===== src/design/hlmdq_pkg.sv =====
// Shared types, sizes and word layouts for the hub-label distance query core.
`timescale 1ns / 1ps
`default_nettype none

package hlmdq_pkg;

   // Sizing of the label stores and the distance arithmetic.
   localparam int NUM_VERTICES = 1024;
   localparam int MAX_LABELS   = 64;
   localparam int DIST_BITS    = 24;

   // Fixed field widths of the request and response words.
   localparam int OP_W   = 2;
   localparam int VERT_W = 10;
   localparam int RANK_W = 10;

   // Derived widths.
   localparam int VIDX_W  = $clog2(NUM_VERTICES);
   localparam int LBL_W   = (MAX_LABELS > 1) ? $clog2(MAX_LABELS) : 1;
   localparam int CNT_W   = $clog2(MAX_LABELS + 1);
   localparam int LADDR_W = VIDX_W + LBL_W;
   localparam int LDEPTH  = 2 ** LADDR_W;
   localparam int SUM_W   = DIST_BITS + 1;

   // Request word layout, lowest bits first.
   localparam int VA_LSB    = 0;
   localparam int VB_LSB    = VA_LSB + VERT_W;
   localparam int HUB_LSB   = VB_LSB + VERT_W;
   localparam int HDIST_LSB = HUB_LSB + VERT_W;
   localparam int RANK_LSB  = HDIST_LSB + DIST_BITS;
   localparam int REQ_BITS  = RANK_LSB + RANK_W;
   localparam int REQ_W     = ((REQ_BITS + 7) / 8) * 8;

   // Response word layout, lowest bits first.
   localparam int FOUND_POS  = SUM_W;
   localparam int STATUS_POS = SUM_W + 1;
   localparam int RSP_W      = ((SUM_W + 2 + 7) / 8) * 8;

   localparam logic [SUM_W-1:0] SUM_ALL_ONES = '1;

   typedef enum logic [OP_W-1:0] {
      OP_SET_RANK = 2'd0,
      OP_APPEND   = 2'd1,
      OP_CLEAR    = 2'd2,
      OP_QUERY    = 2'd3
   } op_type;

   typedef enum logic [3:0] {
      ST_CLEAR,
      ST_IDLE,
      ST_EXEC,
      ST_APP_RD,
      ST_APP_WR,
      ST_Q_LEN,
      ST_Q_INIT,
      ST_Q_FETCH,
      ST_Q_HUB,
      ST_Q_STEP,
      ST_DONE
   } state_type;

   // Commands from the controller to the datapath.
   typedef struct packed {
      logic load_item;
      logic wr_rank;
      logic wr_clear;
      logic clr_sweep;
      logic app_commit;
      logic q_init;
      logic q_latch;
      logic q_step;
      logic load_rsp;
   } dp_cmd_type;

   // Status from the datapath to the controller.
   typedef struct packed {
      op_type op;
      logic   more;
      logic   clr_last;
      logic   rsp_free;
   } dp_stat_type;

endpackage

`default_nettype wire


===== src/design/hlmdq_ctrl.sv =====
// Controller state machine that sequences updates, the list merge and the response.
`timescale 1ns / 1ps
`default_nettype none

module hlmdq_ctrl (
   input  wire logic                 clock,
   input  wire logic                 reset,
   input  wire logic                 req_tvalid,
   input  wire logic [hlmdq_pkg::OP_W-1:0] req_op,
   output logic                      req_tready,
   input  wire hlmdq_pkg::dp_stat_type stat,
   output hlmdq_pkg::dp_cmd_type     cmd
);
   import hlmdq_pkg::*;

   state_type state_ff;
   state_type state_in;

   // State register.
   always_ff @(posedge clock) begin
      if (reset) begin
         state_ff <= ST_CLEAR;
      end else begin
         state_ff <= state_in;
      end
   end

   // Next state and commands.
   always_comb begin
      state_in   = state_ff;
      cmd        = '0;
      req_tready = 1'b0;
      case (state_ff)
         ST_CLEAR: begin
            cmd.clr_sweep = 1'b1;
            if (stat.clr_last) begin
               state_in = ST_IDLE;
            end
         end
         ST_IDLE: begin
            req_tready = 1'b1;
            if (req_tvalid) begin
               cmd.load_item = 1'b1;
               case (op_type'(req_op))
                  OP_APPEND: state_in = ST_APP_RD;
                  OP_QUERY:  state_in = ST_Q_LEN;
                  default:   state_in = ST_EXEC;
               endcase
            end
         end
         ST_EXEC: begin
            cmd.wr_rank  = (stat.op == OP_SET_RANK);
            cmd.wr_clear = (stat.op == OP_CLEAR);
            state_in     = ST_DONE;
         end
         ST_APP_RD: begin
            state_in = ST_APP_WR;
         end
         ST_APP_WR: begin
            cmd.app_commit = 1'b1;
            state_in       = ST_DONE;
         end
         ST_Q_LEN: begin
            state_in = ST_Q_INIT;
         end
         ST_Q_INIT: begin
            cmd.q_init = 1'b1;
            state_in   = ST_Q_FETCH;
         end
         ST_Q_FETCH: begin
            if (stat.more) begin
               state_in = ST_Q_HUB;
            end else begin
               state_in = ST_DONE;
            end
         end
         ST_Q_HUB: begin
            cmd.q_latch = 1'b1;
            state_in    = ST_Q_STEP;
         end
         ST_Q_STEP: begin
            cmd.q_step = 1'b1;
            state_in   = ST_Q_FETCH;
         end
         ST_DONE: begin
            if (stat.rsp_free) begin
               cmd.load_rsp = 1'b1;
               state_in     = ST_IDLE;
            end
         end
         default: begin
            state_in = ST_IDLE;
         end
      endcase
   end

endmodule

`default_nettype wire


===== config.mk =====
export PLATFORM = sky130hd
export DESIGN_NAME = hlmdq_ctrl
export DESIGN_NICKNAME = d
export VERILOG_FILES = /design/src/design/hlmdq_pkg.sv /design/src/design/hlmdq_ctrl.sv
export SDC_FILE = /design/constraint.sdc
export NUM_CORES = 1
export LEC_CHECK = 0
export BUFFER_PORTS_ARGS = -buffer_cell sky130_fd_sc_hd__buf_2
export CAP_MARGIN = 25
export CORE_AREA = 2 2 39 41
export CTS_CLUSTER_DIAMETER = 30
export DETAILED_ROUTE_END_ITERATION = 12
export DIE_AREA = 0 0 41 43
export HOLD_SLACK_MARGIN = 0.1
export PLACE_DENSITY_LB_ADDON = 0.05
export SLEW_MARGIN = 20
export SYNTH_ARGS = -nofsm -noshare
export SYNTH_HDL_FRONTEND = slang
export SYNTH_SLANG_ARGS = --single-unit

===== constraint.sdc =====
create_clock -name clock -period 1.24 [get_ports clock]
set_clock_uncertainty 0.2 [all_clocks]
set_input_delay 0.062 -clock clock [delete_from_list [all_inputs] [get_ports clock]]
set_output_delay 0.062 -clock clock [all_outputs]
set_load 0.03 [all_outputs]

==> results.txt, run 1 <==
----------------------------------------------------
[Clocking]
  H-tree levels ... 1
  Clock insertion delay at the later pin of the skew report ... 230 ps
  Sink count of the clock tree ... 4
  Cell at the root of the clock tree ... clkbuf_4
  CTS Buf Count ... 3
  Clock-pin slew on the worst setup and hold paths ... 40 ps
  Clock tree from TritonCTS ... done
  Maximum clock path buffer count ... 2

[Placed design]
  Post-Place Cells ... 95
  Final weighted congestion in routability-driven placement ... 0.673
  Post-placement cell area ... 659 µm²
  HPWL after detailed placement ... 934 µm
  Port Buf Inserts ... 19

[Finish]
  Sequential standard cell area ... 95.1 µm²
  Post-Layout Cell Count ... 112
  Net count of the finished layout ... 108
  Relative area change from synthesis to final layout ... 149%
  Largest registers ... state_ff: 4 flops
  Post-layout utilization of the core ... 0.699
  Antenna fix cells ... 0
  Ratio of cells with drive above 1 in the final layout ... 0.708
  Flip-flop count of the largest register after layout ... 4
  Number of filler instances in the final layout ... 110
  Area of all placed cells without fillers ... 967 µm²
  Register containing the most flip-flops in the final layout ... state_ff
  Area of the multi-input gates ... 458 µm²

[Logic synthesis]
  Post-synth EDFFs ... 0
  Most common library cells after synthesis ... 10 x nand2_1, 5 x a21oi_1, 4 x dfxtp_1, 4 x nor2_1, 4 x nor4b_1
  Area of the mapped netlist ... 388 µm²
  Most area-hungry cell type in the Yosys netlist ... dfxtp_1
  Proportion of synthesized flip-flops having asynchronous set or reset ... 0
  Share of the synthesized area in the top cell type ... 0.206
  Cells after Synth ... 56
  Main area contributors after synthesis ... dfxtp_1 21%, nand2_1 9.7%, nor4b_1 9.0%
  Yosys warnings ... 0
  Synthesized Nets ... 66
  Avg Synthesized Cell Area ... 6.93 µm²
  Count of unique library cells instantiated by Yosys ... 25
  Most used flip-flop cell after synthesis ... dfxtp_1
  Number of storage elements in the synthesis netlist ... 4
  Fraction of the yosys area taken by sequential cells ... 0.206
  Most frequent cell after synthesis ... nand2_1

[STA]
  Final Hold Fails ... 0
  Period Utilization, post-route ... 1.22
  Setup violators final ... 14
  RSZ-0062 raised after global routing ... yes
  Peak clock frequency supported by timing ... 660 MHz
  Min Tclk post-route ... 1510 ps
  Setup ws final ... -274 ps
  Final count of pins violating max slew ... 0
  Worst rel slew slack ... 0.841
  Transition at the pin with the smallest max-transition slack ... 238 ps
  Setup TNS ... -2330 ps

[Drt]
  Mean routed wirelength per cell ... 12.9 µm
  Wire length reported by the detailed router ... 1.45 mm
  First DRT Iteration DRCs ... 5
  Count of antenna-violating nets left after detailed routing ... 0
  Via density per instance ... 5.01
  Total via count after detailed routing ... 561
  DRC errors left ... 0
  Number of search-and-repair iterations in the first detailed-routing pass ... 4

[Critical path]
  Type of origin of the critical path ... register
  Worst-path maximum fanout ... 6
  Crit path capture ... cmd[6]
  Startpoint of the worst setup timing path ... state_ff[2]
  Required time reported for the critical path endpoint ... 980 ps
  Arr. time, crit path ... 1250 ps
  Depth of the worst register-to-register path ... 5
  R2R setup slack ... -180 ps
  Launching point of the worst reg2reg path ... state_ff[1]
  End of the worst register-to-register path ... state_ff[2]
  Type of the setup path with the least slack ... reg -> out
  Type of element capturing the critical path ... output port

[Worst hold path]
  Kind of path behind the tightest hold check ... in -> reg

[Floorplanning]
  Y dimension of the die ... 43 µm
  Width of the die ... 41 µm
  Core footprint ... 1380 µm²
  Cell Rows ... 14
  Initial core utilization ... 0.280
  Count of boundary I/O pins ... 20
  Total die area ... 1760 µm²

[Power]
  Sum of internal, switching and leakage power ... 0.637 mW
  Power density over the cells ... 658 nW/µm²
  Cell leakage power ... 0.389 nW
  Peak supply drop ... 0.000551 V

[Global route]
  Overall routing resource usage ... 0.191
  Largest net degree at the start of global routing ... 8
  GRT overflow ... 0
  Wire length of the first global-routing pass ... 2.24 mm
  Vias in the first global route ... 538
  Number of antenna violations at the first check in global routing ... 0

[Status]
  Failing checks ... negative setup slack
  Outcome ... finished with violations

[Flow run]
  Max-cap viol count ... 0

----------------------------------------------------
[metal layers]
layer,vias to the layer above,track usage,part of all wire
li1,284,-,-
met1,258,0.203,0.42
met2,15,0.341,0.53
met3,4,0.0314,0.035
met4,0,0.0800,0.014
met5,-,0,0
[per-stage QoR]
step,worst slack (ps),hold slack [ps]
floorplan,-230,-68.9
global placement,-187,80.8
detailed placement,-170,80.1
CTS,-291,123
global route,-330,160
finish,-274,139
[what timing repair did]
item                                    in CTS  in global routing
pin swaps                                    8                  4
endpoints found under the setup margin      14                 14
endpoints found under the hold margin        4                  0
cloned                                       1                  0
gates resized for setup                     37                 10
setup buffers                                8                  0
hold buffers                                 5                  0
[critical path, stage by stage (launching register included)]
cell	delay [ps]
dfxtp_4	370
nor2_4	140
nand2_4	90
nor4b_4	220
buf_4	200
[layout make-up]
cell class              count  share of cell area
clock buffers               3              0.0233
flip-flops and latches      4              0.0983
inverters                   1             0.00388
well taps                  16              0.0207
repair buffers             42               0.380
multi-input cells          46               0.473
[worst min path at each step]
stage	from	to	slack [ps]	cells after the start
floorplan	reset	state_ff[3]	-70	1
global placement	reset	state_ff[0]	80	2
detailed placement	reset	state_ff[3]	80	2
CTS	stat[1]	state_ff[0]	120	4
global route	stat[1]	state_ff[0]	160	4
finish	stat[1]	state_ff[0]	140	4
[placed cells by master (no fill, tap or decap), drive strengths merged]
cell | netlist | layout
buf | 5 | 37
dfxtp | 4 | 4
clkbuf | 0 | 3
nand2 | 10 | 10
or3 | 1 | 1
o21ai | 3 | 3
nand2b | 2 | 2
a21o | 2 | 2
xnor2 | 1 | 1
o22ai | 2 | 2
a21oi | 5 | 5
a221oi | 1 | 1
dlygate4sd3 | 0 | 5
inv | 1 | 1
and2 | 2 | 2
mux2 | 1 | 1
nor3 | 2 | 2
nor2b | 1 | 1
a211oi | 1 | 1
nor2 | 5 | 5
nor4b | 4 | 4
nor4 | 2 | 2
and2b | 1 | 1
[logic make-up (layout without fill, tap and decap cells)]
kind of cell / Yosys count / after routing / synth area share
DFF: 4 / 4 / 0.206
buffers and inverters: 6 / 46 / 0.0968
AOI/OAI and AO/OA: 14 / 14 / 0.216
and+or+nand+nor: 30 / 30 / 0.429
muxes: 1 / 1 / 0.0290
xor gates and xnor gates: 1 / 1 / 0.0226
[report_power, final]
group,internal [mW],switching [mW],total [mW]
logic,0.170,0.149,0.319
registers,0.134,0.0198,0.153
clock network,0.108,0.0560,0.164
(Power assumes the default switching activity.)
==> run 2, diff against run 1 <==
--- a/config.mk
+++ b/config.mk
@@ -13,6 +13,7 @@
 export DIE_AREA = 0 0 41 43
 export HOLD_SLACK_MARGIN = 0.1
 export PLACE_DENSITY_LB_ADDON = 0.05
+export SETUP_SLACK_MARGIN = 0.1
 export SLEW_MARGIN = 20
 export SYNTH_ARGS = -nofsm -noshare
 export SYNTH_HDL_FRONTEND = slang
==> run 2 against run 1 <==
Effect of this change:
- the run still ends with negative setup slack left
- final area decreased by 1.9%
- largest power group unchanged
- sequential power hardly changed
- largest cell class unchanged
- clock power about the same
- first-iteration DRC count shrank 20%
==> results.txt, run 2 (synthesized netlist as in run 1, its figures left out) <==
----------------------------------------------------
[STA]
  Setup TNS ... -2370 ps (-48.0 ps)
  Setup violators final ... 14 (unchanged)
  RSZ-0062 raised after global routing ... yes
  Final count of pins violating max slew ... 0 (unchanged)
  Peak clock frequency supported by timing ... 674 MHz (+2.1%)
  Setup ws final ... -244 ps (+30.5 ps)
  Final Hold Fails ... 0 (unchanged)
  Period Utilization, post-route ... 1.20 (-0.0246)
  Worst rel slew slack ... 0.792 (-0.0488)
  Min Tclk post-route ... 1480 ps (-30.5 ps)
  Transition at the pin with the smallest max-transition slack ... 308 ps (+69.4 ps)

[Floorplanning]
  Initial core utilization ... 0.280 (unchanged)
  Total die area ... 1760 µm² (unchanged)
  Count of boundary I/O pins ... 20 (unchanged)
  Y dimension of the die ... 43 µm (unchanged)
  Width of the die ... 41 µm (unchanged)
  Core footprint ... 1380 µm² (unchanged)
  Cell Rows ... 14 (unchanged)

[Power]
  Sequential share of power ... 0.246 (+0.005)
  Combinational Power Share ... 0.497 (-0.004)
  Power density over the cells ... 657 nW/µm² (-0.19%)
  Net switching power ... 0.216 mW (-4.1%)
  Switching portion of total power ... 0.346 (-0.00726)
  Peak supply drop ... 0.000624 V (+13%)
  Share of power burned in the clock network ... 0.258 (about the same)
  Cell leakage power ... 0.381 nW (-2.2%)
  Internal power summed over all cells ... 0.408 mW (-1.0%)
  Sum of internal, switching and leakage power ... 0.623 mW (-2.1%)

[Finish]
  Flip-flop count of the largest register after layout ... 4 (unchanged)
  Relative area change from synthesis to final layout ... 145%
  Post-layout utilization of the core ... 0.685 (-0.0136)
  Commonest non-fill, non-tap cell in the layout ... buf_6
  Net count of the finished layout ... 105 (-2.8%)
  Number of filler instances in the final layout ... 114 (+3.6%)
  Area of all placed cells without fillers ... 948 µm² (-1.9%)
  Antenna fix cells ... 0 (unchanged)
  Commonest cells after routing, fill and taps aside ... 13 x buf_6, 10 x buf_4, 9 x nand2_1, 9 x buf_2
  Largest registers ... state_ff: 4 flops
  Ratio of cells with drive above 1 in the final layout ... 0.699 (-0.00941)
  Register containing the most flip-flops in the final layout ... state_ff

[Drt]
  Wire length reported by the detailed router ... 1.36 mm (-6.4%)
  Via density per instance ... 5.00 (-0.18%)
  DRC errors left ... 0 (unchanged)
  First DRT Iteration DRCs ... 4 (-1)
  Mean routed wirelength per cell ... 12.4 µm (-3.8%)
  Number of search-and-repair iterations in the first detailed-routing pass ... 3 (-1)
  Total via count after detailed routing ... 545 (-2.9%)
  Count of antenna-violating nets left after detailed routing ... 0 (unchanged)

[Critical path]
  Critical path, cell by cell ... nor2_4, nand2_4, nor4b_4, buf_6
  Type of element capturing the critical path ... output port
  Worst-path maximum fanout ... 5 (-1)
  Depth of the worst register-to-register path ... 5 (unchanged)
  Category of cells accounting for the largest share of critical-path delay ... simple AND/OR/NAND/NOR gates
  Cell with the largest stage delay on the worst path ... dfxtp_4
  Arr. time, crit path ... 1220 ps (-30 ps)
  Launching point of the worst reg2reg path ... state_ff[1]
  Type of the setup path with the least slack ... reg -> out
  Max incr delay on CP ... 370 ps (about the same)
  Required time reported for the critical path endpoint ... 980 ps (about the same)
  Type of origin of the critical path ... register
  R2R setup slack ... -150 ps (+30 ps)
  Startpoint of the worst setup timing path ... state_ff[0]
  End of the worst register-to-register path ... state_ff[2]
  Number of buffer and inverter instances along the worst setup path ... 1 (unchanged)

[Global route]
  Met2 Use GR ... 0.294 (-0.0469)
  Overall routing resource usage ... 0.188 (-0.00257)
  GR Util met1 ... 0.252 (+0.0490)
  Met3 global-route usage ... 0.0628 (+0.0314)
  Vias in the first global route ... 523 (-2.8%)
  Most Used Layer, Global Route ... met2
  GRT overflow ... 0 (unchanged)
  Number of antenna violations at the first check in global routing ... 0 (unchanged)
  Wire length of the first global-routing pass ... 2.30 mm (+2.5%)
  Largest net degree at the start of global routing ... 9 (+1)

[Placed design]
  HPWL after detailed placement ... 887 µm (-5.1%)
  Port Buf Inserts ... 19 (unchanged)
  Final weighted congestion in routability-driven placement ... 0.718 (+6.7%)
  Post-placement cell area ... 632 µm² (-4.2%)
  Setup slack at placement ... -124 ps (+46.0 ps)

[Flow run]
  Max-cap viol count ... 0 (unchanged)

[Clocking]
  Cell at the root of the clock tree ... clkbuf_4
  Maximum clock path buffer count ... 2 (unchanged)
  H-tree levels ... 1 (unchanged)
  Clock insertion delay at the later pin of the skew report ... 230 ps (about the same)
  CTS Buf Count ... 3 (unchanged)
  Clock-pin slew on the worst setup and hold paths ... 40 ps (about the same)
  Sink count of the clock tree ... 4 (unchanged)
  Clock tree from TritonCTS ... done

[Worst hold path]
  Hold Path Depth ... 4 (unchanged)
  Hold worst-path end ... state_ff[0]
  Kind of path behind the tightest hold check ... in -> reg
  Origin of the worst min-delay path ... req_tvalid

[Status]
  Outcome ... finished with violations
  Failing checks ... negative setup slack

----------------------------------------------------
==> run 2: changes by cell type in the layout (fill, tap and decap cells not counted), sizes merged <==
cell         change
buf              -2
dlygate4sd3      -1
==> run 2: layout make-up <==
type	count	area (µm²)	share of cell area
inverter	1	3.75	0.00396
tap	16	20.0	0.0211
sequential	4	95.1	0.100
clock buffer	3	22.5	0.0237
timing repair buffer	39	369	0.389
multi-input combinational	46	438	0.462
==> run 2: per-layer routing <==
layer | vias to the layer above | routed length (µm)
met5 | - | 0
met4 | 0 | 0
met3 | 0 | 64
met2 | 17 | 698
met1 | 248 | 594
li1 | 280 | -
==> run 2: power groups by stage <==
stage | sequential [mW] | combinational [mW] | clock, mW
floorplan | 0.146 | 0.168 | 0
global route | 0.154 | 0.332 | 0.181
finish | 0.153 | 0.310 | 0.161
CTS | 0.153 | 0.293 | 0.167
detailed placement | 0.159 | 0.198 | 0
global placement | 0.160 | 0.198 | 0
==> run 2: worst max-delay path by stage <==
stage	endpoint	slack, ps	cells after the start
floorplan	cmd[8]	-230	4
global placement	state_ff[1]	-150	4
detailed placement	state_ff[2]	-120	4
CTS	cmd[7]	-250	4
global route	cmd[6]	-310	4
finish	cmd[6]	-240	4
==> run 2: tightest hold or removal path, delay by kind of cell <==
kind / cells / cell delay, ps
AOI/OAI and AO/OA: 2 / 270
and+or+nand+nor: 1 / 50
buffers and inverters: 1 / 100
==> run 2: repair_timing <==
item                                    in CTS  in global routing
gates cloned                                 1                  0
hold buffers                                 4                  0
resized for setup                           33                 12
buffers inserted                             8                  0
endpoints found under the hold margin        4                  0
endpoints found under the setup margin      14                 14
pin swaps                                   11                  4
==> run 2: per-stage QoR <==
| step | hold slack (ps) | std cells |
|---|---|---|
| 3_5_place_dp | 94.4 | 93 |
| 5_1_grt | 100 | 109 |
| 2_1_floorplan | -68.9 | 56 |
| 3_3_place_gp | 91.7 | 93 |
| 4_1_cts | 108 | 109 |
| 6_report | 92.9 | 109 |
